## config.mk

```make
export PLATFORM = sky130hd
export DESIGN_NAME = lfu_cache_table_top
export DESIGN_NICKNAME = d
export VERILOG_FILES = /design/src/rtl/lfu_pkg.sv /design/src/rtl/lfu_ram.sv /design/src/rtl/lfu_scan.sv /design/src/rtl/lfu_cache_table_top.sv
export SDC_FILE = /design/constraint.sdc
export NUM_CORES = 2
export LEC_CHECK = 0
export BUFFER_PORTS_ARGS = -buffer_cell sky130_fd_sc_hd__buf_2
export CORE_MARGIN = 4
export CORE_UTILIZATION = 52
export DETAILED_ROUTE_END_ITERATION = 10
export PLACE_DENSITY = 0.68
export RECOVER_POWER = 25
export SLEW_MARGIN = 20
export SYNTH_ARGS = -nofsm -noshare
export SYNTH_HDL_FRONTEND = slang
export SYNTH_SLANG_ARGS = --single-unit
```

## constraint.sdc

```tcl
create_clock -name clk -period 18.8 [get_ports clk]
set_input_delay 5.64 -clock clk [delete_from_list [all_inputs] [get_ports clk]]
set_output_delay 5.64 -clock clk [all_outputs]
set_load 0.01 [all_outputs]
```

## src/rtl/lfu_pkg.sv

```systemverilog
package lfu_pkg;

	localparam logic CMD_GET = 1'b0;
	localparam logic CMD_PUT = 1'b1;

	localparam logic [15:0] COUNT_MAX  = 16'hFFFF;
	localparam logic [15:0] COUNT_INIT = 16'd1;
	localparam logic [31:0] MISS_VALUE = 32'hFFFF_FFFF;
	localparam logic [4:0]  CAP_RESET  = 5'd16;

	// one stored entry
	typedef struct packed {
		logic [31:0] key;
		logic [31:0] data;
		logic [15:0] count;
		logic [31:0] stamp;
	} entry_t;

	// running scan result handed back to the sequencer
	typedef struct packed {
		logic        hit;
		logic [31:0] hit_data;
		logic [15:0] hit_count;
		logic [31:0] vic_key;
	} scan_res_t;

endpackage

```

## src/rtl/lfu_ram.sv

```systemverilog
module lfu_ram #(
	parameter int WIDTH = 8,
	parameter int DEPTH = 16
) (
	input  logic                            clk,
	input  logic                            we,
	input  logic [((DEPTH > 1) ? $clog2(DEPTH) : 1)-1:0] waddr,
	input  logic [WIDTH-1:0]                wdata,
	input  logic [((DEPTH > 1) ? $clog2(DEPTH) : 1)-1:0] raddr,
	output logic [WIDTH-1:0]                rdata
);

	logic [WIDTH-1:0] mem_q [DEPTH];
	logic [WIDTH-1:0] rdata_q;

	always_ff @(posedge clk) begin
		if (we) begin
			mem_q[waddr] <= wdata;
		end
		rdata_q <= mem_q[raddr];
	end

	assign rdata = rdata_q;

endmodule

```

## src/rtl/lfu_scan.sv

```systemverilog
module lfu_scan import lfu_pkg::*; #(
	parameter int AW = 4
) (
	input  logic          clk,
	input  logic          arst_n,
	input  logic          clear,
	input  logic          eval,
	input  logic [AW-1:0] slot,
	input  entry_t        rec,
	input  logic [31:0]   key,
	input  logic [31:0]   tclk,
	output scan_res_t     res,
	output logic [AW-1:0] hit_slot,
	output logic [AW-1:0] vic_slot
);

	logic          hit_q;
	logic [AW-1:0] hit_slot_q;
	logic [31:0]   hit_data_q;
	logic [15:0]   hit_cnt_q;
	logic          have_q;
	logic [AW-1:0] vic_slot_q;
	logic [15:0]   vic_cnt_q;
	logic [31:0]   vic_age_q;
	logic [31:0]   vic_key_q;

	logic [31:0] age;
	logic        better;

	// age wraps modulo 2^32, larger is older
	assign age    = tclk - rec.stamp;
	assign better = !have_q || (rec.count < vic_cnt_q) ||
		((rec.count == vic_cnt_q) && (age > vic_age_q));

	always_ff @(posedge clk or negedge arst_n) begin
		if (!arst_n) begin
			hit_q      <= 1'b0;
			hit_slot_q <= '0;
			hit_data_q <= '0;
			hit_cnt_q  <= '0;
			have_q     <= 1'b0;
			vic_slot_q <= '0;
			vic_cnt_q  <= '0;
			vic_age_q  <= '0;
			vic_key_q  <= '0;
		end else if (clear) begin
			hit_q  <= 1'b0;
			have_q <= 1'b0;
		end else if (eval) begin
			if (rec.key == key) begin
				hit_q      <= 1'b1;
				hit_slot_q <= slot;
				hit_data_q <= rec.data;
				hit_cnt_q  <= rec.count;
			end
			if (better) begin
				have_q     <= 1'b1;
				vic_slot_q <= slot;
				vic_cnt_q  <= rec.count;
				vic_age_q  <= age;
				vic_key_q  <= rec.key;
			end
		end
	end

	assign res.hit       = hit_q;
	assign res.hit_data  = hit_data_q;
	assign res.hit_count = hit_cnt_q;
	assign res.vic_key   = vic_key_q;
	assign hit_slot      = hit_slot_q;
	assign vic_slot      = vic_slot_q;

endmodule

```

## src/rtl/lfu_cache_table_top.sv

```systemverilog
// lfu cache table: key/value store with least-frequently-used replacement
// an accepted item steps through the scan, last and write states; the entry ram is read one slot per cycle
// while scanning, and the scan is skipped when the table is empty or disabled; no new item is taken
// until the result is loaded, so a stalled result also holds the input
// reset: table empty, touch clock zero, capacity 16, no result pending
module lfu_cache_table_top import lfu_pkg::*; #(
	parameter int CAPACITY = 16
) (
	input  logic               clk,
	input  logic               arst_n,
	// configuration
	input  logic               cfg_we,
	input  logic [4:0]         cfg_wdata,
	// request items
	input  logic               in_valid,
	output logic               in_stall,
	input  logic               command,
	input  logic signed [31:0] key,
	input  logic signed [31:0] value,
	// result items
	output logic               out_valid,
	input  logic               out_stall,
	output logic               hit,
	output logic signed [31:0] read_value,
	output logic               evicted,
	output logic signed [31:0] evicted_key
);

	// slot index width, fill count width, and a width wide enough to compare both
	localparam int AW    = (CAPACITY > 1) ? $clog2(CAPACITY) : 1;
	localparam int OW    = $clog2(CAPACITY + 1);
	localparam int CMP_W = (OW > 5) ? OW : 5;

	typedef enum logic [1:0] {
		ST_IDLE,
		ST_SCAN,
		ST_LAST,
		ST_WRITE
	} state_t;

	state_t        state_q;
	logic [4:0]    cap_q;
	logic [OW-1:0] occ_q;
	logic [31:0]   tclk_q;
	logic          cmd_q;
	logic [31:0]   key_q;
	logic [31:0]   val_q;
	logic [AW-1:0] idx_q;
	logic          rd_vld_s1;
	logic [AW-1:0] addr_s1;

	logic          out_valid_q;
	logic          hit_q;
	logic [31:0]   read_value_q;
	logic          evicted_q;
	logic [31:0]   evicted_key_q;

	// ram and scan unit wiring
	entry_t        rd_rec;
	entry_t        wr_rec;
	logic          ram_we;
	logic [AW-1:0] wr_addr;
	scan_res_t     scan;
	logic [AW-1:0] hit_slot;
	logic [AW-1:0] vic_slot;

	logic              accept;
	logic              go;
	logic [CMP_W-1:0]  cap_ext;
	logic [CMP_W-1:0]  cap_eff;
	logic [CMP_W-1:0]  occ_ext;
	logic [OW-1:0]     occ_m1;
	logic              full;

	// decision of the write-back cycle
	logic          wr_en;
	logic          nx_hit;
	logic [31:0]   nx_rd;
	logic          nx_ev;
	logic [31:0]   nx_evk;
	logic          nx_grow;
	logic          nx_tick;
	logic [15:0]   cnt_inc;

	assign accept  = in_valid && !in_stall;
	assign in_stall = (state_q != ST_IDLE);

	// writing capacity above the table size acts as the table size
	assign cap_ext = CMP_W'(cap_q);
	assign cap_eff = (cap_ext > CMP_W'(CAPACITY)) ? CMP_W'(CAPACITY) : cap_ext;
	assign occ_ext = CMP_W'(occ_q);
	assign full    = (occ_ext >= cap_eff);
	assign occ_m1  = occ_q - 1'b1;

	// the result may only be loaded once the previous one has left
	assign go = (state_q == ST_WRITE) && (!out_valid_q || !out_stall);

	assign cnt_inc = (scan.hit_count == COUNT_MAX) ? COUNT_MAX : (scan.hit_count + 16'd1);

	// valid entries always fill slots 0 .. occupancy-1, an eviction reuses its slot
	always_comb begin
		wr_en   = 1'b0;
		wr_addr = hit_slot;
		wr_rec  = '{key: key_q, data: val_q, count: COUNT_INIT, stamp: tclk_q};
		nx_hit  = 1'b0;
		nx_rd   = MISS_VALUE;
		nx_ev   = 1'b0;
		nx_evk  = '0;
		nx_grow = 1'b0;
		nx_tick = 1'b0;
		if (cap_eff != '0) begin
			if (scan.hit) begin
				wr_en        = 1'b1;
				nx_hit       = 1'b1;
				nx_tick      = 1'b1;
				wr_rec.count = cnt_inc;
				if (cmd_q == CMD_GET) begin
					wr_rec.data = scan.hit_data;
					nx_rd       = scan.hit_data;
				end
			end else if (cmd_q == CMD_PUT) begin
				wr_en   = 1'b1;
				nx_tick = 1'b1;
				if (full) begin
					// least used, then least recently touched, then lowest slot
					wr_addr = vic_slot;
					nx_ev   = 1'b1;
					nx_evk  = scan.vic_key;
				end else begin
					wr_addr = occ_q[AW-1:0];
					nx_grow = 1'b1;
				end
			end
		end
	end

	assign ram_we = go && wr_en;

	lfu_ram #(
		.WIDTH ($bits(entry_t)),
		.DEPTH (CAPACITY)
	) u_ram (
		.clk   (clk),
		.we    (ram_we),
		.waddr (wr_addr),
		.wdata (wr_rec),
		.raddr (idx_q),
		.rdata (rd_rec)
	);

	// one entry per cycle goes through the compare unit, in the cycle after its ram read
	lfu_scan #(
		.AW (AW)
	) u_scan (
		.clk      (clk),
		.arst_n   (arst_n),
		.clear    (accept),
		.eval     (rd_vld_s1),
		.slot     (addr_s1),
		.rec      (rd_rec),
		.key      (key_q),
		.tclk     (tclk_q),
		.res      (scan),
		.hit_slot (hit_slot),
		.vic_slot (vic_slot)
	);

	always_ff @(posedge clk or negedge arst_n) begin
		if (!arst_n) begin
			state_q       <= ST_IDLE;
			cap_q         <= CAP_RESET;
			occ_q         <= '0;
			tclk_q        <= '0;
			cmd_q         <= CMD_GET;
			key_q         <= '0;
			val_q         <= '0;
			idx_q         <= '0;
			rd_vld_s1     <= 1'b0;
			addr_s1       <= '0;
			out_valid_q   <= 1'b0;
			hit_q         <= 1'b0;
			read_value_q  <= '0;
			evicted_q     <= 1'b0;
			evicted_key_q <= '0;
		end else begin
			if (cfg_we) begin
				cap_q <= cfg_wdata;
			end
			// a taken result leaves unless the next one replaces it in the same cycle
			if (out_valid_q && !out_stall && !go) begin
				out_valid_q <= 1'b0;
			end
			rd_vld_s1 <= (state_q == ST_SCAN);
			addr_s1   <= idx_q;
			unique case (state_q)
				ST_IDLE: begin
					if (accept) begin
						cmd_q <= command;
						key_q <= key;
						val_q <= value;
						idx_q <= '0;
						// nothing to look at when disabled or empty
						if ((cap_eff == '0) || (occ_q == '0)) begin
							state_q <= ST_WRITE;
						end else begin
							state_q <= ST_SCAN;
						end
					end
				end
				ST_SCAN: begin
					if (idx_q == occ_m1[AW-1:0]) begin
						state_q <= ST_LAST;
					end else begin
						idx_q <= idx_q + 1'b1;
					end
				end
				ST_LAST: begin
					// final entry is compared in this cycle
					state_q <= ST_WRITE;
				end
				ST_WRITE: begin
					if (go) begin
						out_valid_q   <= 1'b1;
						hit_q         <= nx_hit;
						read_value_q  <= nx_rd;
						evicted_q     <= nx_ev;
						evicted_key_q <= nx_evk;
						if (nx_grow) begin
							occ_q <= occ_q + 1'b1;
						end
						if (nx_tick) begin
							tclk_q <= tclk_q + 32'd1;
						end
						idx_q   <= '0;
						state_q <= ST_IDLE;
					end
				end
				default: begin
					state_q <= ST_IDLE;
				end
			endcase
		end
	end

	assign out_valid   = out_valid_q;
	assign hit         = hit_q;
	assign read_value  = read_value_q;
	assign evicted     = evicted_q;
	assign evicted_key = evicted_key_q;

endmodule

```

Yosys cells after proc, flatten, opt, wreduce, memory -nomap -nowiden
Memories as Yosys holds them, arrays and structs flattened. A register that Yosys moved wholly into a read port is not among the register bits.
Index checks and enable logic that the tools add are counted.
Word-level totals
  flip-flop bits (word level): 323
  bits in latches: 0
  RAM bits: 1792
  bits in read-only memories: 0
  input bits: 75
  output and inout port bits: 68
  logic and storage cells: 130
  memories kept: 1
Operators by class
  $add $sub $neg: 6
  $mul: 0
  div/mod/pow operators: 0
  magnitude comparators: 4
  eq/ne operators: 11
  shift-type cells: 0
  multiplexer cells: 49
  bitwise operators: 1
  reduce and logical (&&, ||, !) cells: 34
Memories
  u_ram.mem_q: depth 16, width 112, read ports 1, clocked after memory_dff 1, wr ports 1, line lfu_ram.sv:13  | logic [WIDTH-1:0] mem_q [DEPTH];
Operators by type and width (number)
  $mux 32: 8
  $mux 48: 2
  $add 32x1->32 const B: 1
  $eq 32x32->1: 1
  $gt 32x32->1: 1
  $sub 32x32->32: 1
  $mux 4: 7
  $mux 1: 24
  $add 16x1->16 const B: 1
  $eq 16x16->1: 1
  $eq 16x16->1 const B: 1
  $lt 16x16->1: 1
  $mux 16: 1
  $reduce_and 3->1: 5
  $pmux 4 s3: 1
  $logic_not 5->1: 2
  $mux 2: 4
  $pmux 2 s4: 1
  $reduce_and 2->1: 4
  $reduce_bool 2->1: 4
  $logic_and 1x1->1: 6
  $ne 2x2->1 const B: 3
  $add 5x1->5 const B: 1
  $ge 5x5->1: 1
  15 further kinds: 23

Longest topological paths before layout
  depth after elaboration: 8
  depth in mapped cells: 21
  mapped depth without buffers: 19

By module
A second synthesis with hierarchy kept.
Unflattened totals
  cells, all modules: 4343
  area total of the unflattened synthesis: 86296.5 µm²
By module, submodules not included
  lfu_ram: instances 1, cells each 2864, area each 69168.8 µm², seq. area each 56053.8 µm²
  lfu_scan: instances 1, cells each 777, area each 8767.2 µm², seq. area each 3453.3 µm²
  lfu_cache_table_top: instances 1, cells each 702, area each 8360.5 µm², seq. area each 4630.7 µm²

Worst setup path before layout
Ideal clock, no wire load.
  kind: input port to flip-flop
  start: in out_stall
  end: mem u_ram.mem_q[4][0] (netlist name) (enable)
  setup time: 0.857 ns
  data arrival time: 17.012 ns
  required time: 17.943 ns
  setup slack: 0.931 ns
  stages: 6
  path buffers: 2
  cells stage by stage: a21bo_1 buf_6 nor2_1 nand2_1 clkbuf_1 nor4_1
On the way
  longest elaborated chain between the ends: 6
Ends and longest elaborated chain
  start: declaration: line lfu_cache_table_top.sv:22  | input logic out_stall,
  $logic_not 1->1: line lfu_cache_table_top.sv:96  | assign go = (state_q == ST_WRITE) && (!out_valid_q || !out_stall);
  $logic_or 1x1->1: line lfu_cache_table_top.sv:96
  $logic_and 1x1->1: line lfu_cache_table_top.sv:96
  $logic_and 1x1->1: line lfu_cache_table_top.sv:137  | assign ram_we = go && wr_en;
  $mux 1: line lfu_ram.sv:17  | if (we) begin
  $mux 1 (implied by the code): line lfu_ram.sv:18  | mem_q[waddr] <= wdata;
  end: declaration: line lfu_ram.sv:13
Every way passes these cells.

==> flow_summary_export.csv <==
group,metric,value,unit
cts,cts_hold_buf,0,
sta,fin_crit,10.36,ns
placement,port_buffers,142,
worst_setup_path,worst_path_largest_cell_delay,6.43,ns
sta,finalMaxSlewViolations,333,
route,viasPerCell,6.03,
worst_hold_path,min_path_type,"reg -> reg",
cts,clkLatencyLatePin,0.86,ns
yosys,ys_ff_latch,2227,
final_layout,final_cell_mix,"1,792 x edfxtp_1, 560 x mux4_2, 321 x dfrtp_1",
route,drt_iter0_markers,4361,
yosys,syn_inst,4108,
route,final_antenna_net_count,0,
power_and_ir_drop,power_leakage,32.8,nW
run,drv_cap,6,
cts,cts_resized,0,
floorplan,die_area,172000,um^2
worst_setup_path,slowest_stage,"clkbuf_1",
worst_setup_path,required,19.47,ns
worst_setup_path,cp_common_cell,"mux4_2",
cts,cts_root_buffer,"clkbuf_16",
cts,cts_max_level,4,
route,route.vias.total,40741,
floorplan,rows,149,
final_layout,stdcell_area,96700,um^2
floorplan,start_util,0.522,
worst_setup_path,critPathMaxFanout,103,
yosys,synth_nets,4279,
cts,post_cts_buffers,0,
worst_setup_path,criticalPathCategory,"reg -> reg",
cts,clk_pin_slew,0.06,ns
worst_setup_path,crit_path_cell_trace,"clkbuf_1, buf_4, mux4_2, mux4_2",
sta,rsz0062_at_grt,"false",
sta,timing.hold.ws,0.450,ns
placement,gp_congestion,0.773,
final_layout,finalNetCount,4540,
sta,hold_violations,0,
yosys,synth_area_per_cell,20.9,um^2
status,violations,"capacitance limit, slew limit",
sta,slew_headroom,-5.16,
yosys,synth.cell_area,86100,um^2
yosys,synth_cell_type_count,68,
cts,cts_sinks,2227,
route,drc,0,
grt,grt_overflow,0,
sta,tightest_slew,9.24,ns
floorplan,die_x,415,um
grt,first_global_vias,41925,
yosys,ys_warn_count,0,
route,avgRoutedWirePerCell,27.9,um
status,status,"finished with violations",
power_and_ir_drop,peakVddDrop,0.103,mV
power_and_ir_drop,p_per_area,143,nW/um^2
yosys,ys.flop_type,"edfxtp_1",
worst_setup_path,arrival,11.03,ns
final_layout,final_common_cell,"edfxtp_1",
cts,cts-buffers-inserted,214,
grt,grt_max_degree,138,
grt,grt_usage,0.220,
yosys,ys_seq_area_frac,0.745,
placement,dpl_cell_area,89700,um^2
floorplan,die_y,415,um
worst_setup_path,worst_setup_path_end_kind,"flop",
placement,dp_slack,9.70,ns
sta,setup_viol,0,
grt,antenna_found_initial,7,
yosys,synth_edf_count,1792,
floorplan,core_area,165000,um^2
placement,hpwl,105,mm
grt,grt_pass1_wl,282,mm
route,wl,188,mm
final_layout,layout-drive-gt1-share,0.298,
worst_setup_path,crit_path_start_kind,"flop",
cts,clock_path_buffers,3,
sta,timing.final.crit_share,0.551,
route,firstDrtPassIters,7,
cts,cts_tree,"built",
sta,layout_setup_ws,8.44,ns
sta,tns,0,ns
final_layout,syn_to_final_growth,12.4,%
yosys,synthArstFlopShare,0.145,
sta,finClkSkew,0.0612,ns
sta,fmax,96.5,MHz
floorplan,ioPinCount,143,
-- where the power goes --
| part | total [mW] | switching, mW | internal [mW] |
|---|---|---|---|
| logic | 3.03 | 1.59 | 1.44 |
| registers | 6.57 | 0.465 | 6.10 |
| clock network | 4.27 | 1.84 | 2.44 |
-- sequential cells by signal, indices dropped and copies added (netlist names), 2 cells and up --
signal             count
addr_s1                4
u_scan.vic_key_q      32
cap_ext                5
idx_q                  4
u_ram.mem_q         1792
occ_ext                5
val_q                 32
read_value            32
u_scan.vic_cnt_q      16
u_scan.vic_slot        4
state_q                2
u_ram.rdata          112
u_scan.hit_slot        4
evicted_key           32
u_scan.hit_cnt_q      16
u_scan.hit_data_q     32
key_q                 32
tclk_q                32
u_scan.vic_age_q      32
-- kinds of logic after synthesis --
group | count (synthesis) | share of synthesized area
compound gates | 251 | 0.0191
buf+inv | 286 | 0.0130
fa+ha+maj | 96 | 0.0140
simple gates | 335 | 0.0191
mux | 801 | 0.178
xor+xnor | 112 | 0.0114
flops | 2227 | 0.745
-- per-stage QoR --
| stage | total power, mW | instances | utilization |
|---|---|---|---|
| after floorplan | 8.64 | 4108 | - |
| after global placement | 9.62 | 6342 | 0.544 |
| after detailed placement | 9.68 | 6342 | 0.544 |
| after CTS | 13.9 | 6750 | 0.587 |
| after global routing | 14.5 | 6754 | 0.587 |
| final | 13.9 | 6755 | 0.587 |
-- worst max-delay path, delay by kind of cell, from the launching register on --
| kind | cells | cell delay, ns |
|---|---|---|
| DFF | 1 | 0.95 |
| muxes | 2 | 1.18 |
| buffers and inverters | 2 | 7.87 |
-- synthesized netlist by cell type, drive strengths merged, types with 28 or more instances --
library cell | n | area share
a21o | 28 | 0.0024
a21oi | 91 | 0.0053
a22o | 32 | 0.0033
buf | 56 | 0.0030
clkbuf | 127 | 0.0056
dfrtp | 322 | 0.094
dfxtp | 112 | 0.026
edfxtp | 1792 | 0.63
ha | 95 | 0.014
inv | 103 | 0.0045
mux2 | 235 | 0.031
mux4 | 560 | 0.15
nand2 | 74 | 0.0032
nor2 | 108 | 0.0048
o21ai | 38 | 0.0022
xnor2 | 61 | 0.0062
xor2 | 51 | 0.0052
-- area by class of cell --
type,instances,area (um^2)
Antenna cell,5,12.5
Clock buffer,296,5920
Clock inverter,112,1180
Fill cell,11736,68100
Inverter,103,387
Multi-Input combinational cell,1595,21000
Sequential cell,2227,64100
Tap cell,2189,2740
Timing Repair Buffer,228,1400
-- worst paths after layout --
path                                               from                                end  slack, ns  depth (start not counted)
worst max register to register     idx_q[0]$_DFFE_PN0P_            u_ram.rdata[30]$_DFF_P_       8.44                          4
max in group asynchronous                        arst_n  u_scan.hit_data_q[19]$_DFFE_PN0P_      12.07                          3
min in group asynchronous                        arst_n   u_scan.vic_age_q[23]$_DFFE_PN0P_       4.82                          1
worst max-delay path               idx_q[0]$_DFFE_PN0P_            u_ram.rdata[30]$_DFF_P_       8.44                          4
worst min register to register  u_ram.rdata[70]$_DFF_P_  u_scan.hit_data_q[22]$_DFFE_PN0P_       0.45                          1
worst min-delay path            u_ram.rdata[70]$_DFF_P_  u_scan.hit_data_q[22]$_DFFE_PN0P_       0.45                          1
-- layer usage --
metal | global-route usage | routed length, um | vias to the layer above
met2 | 0.365 | 95500 | 1291
met4 | 0.0591 | 4180 | 2
li1 | - | - | 17257
met1 | 0.311 | 78000 | 21951
met5 | 0 | 13 | -
met3 | 0.0331 | 10500 | 240
(Power assumes the default switching activity.)
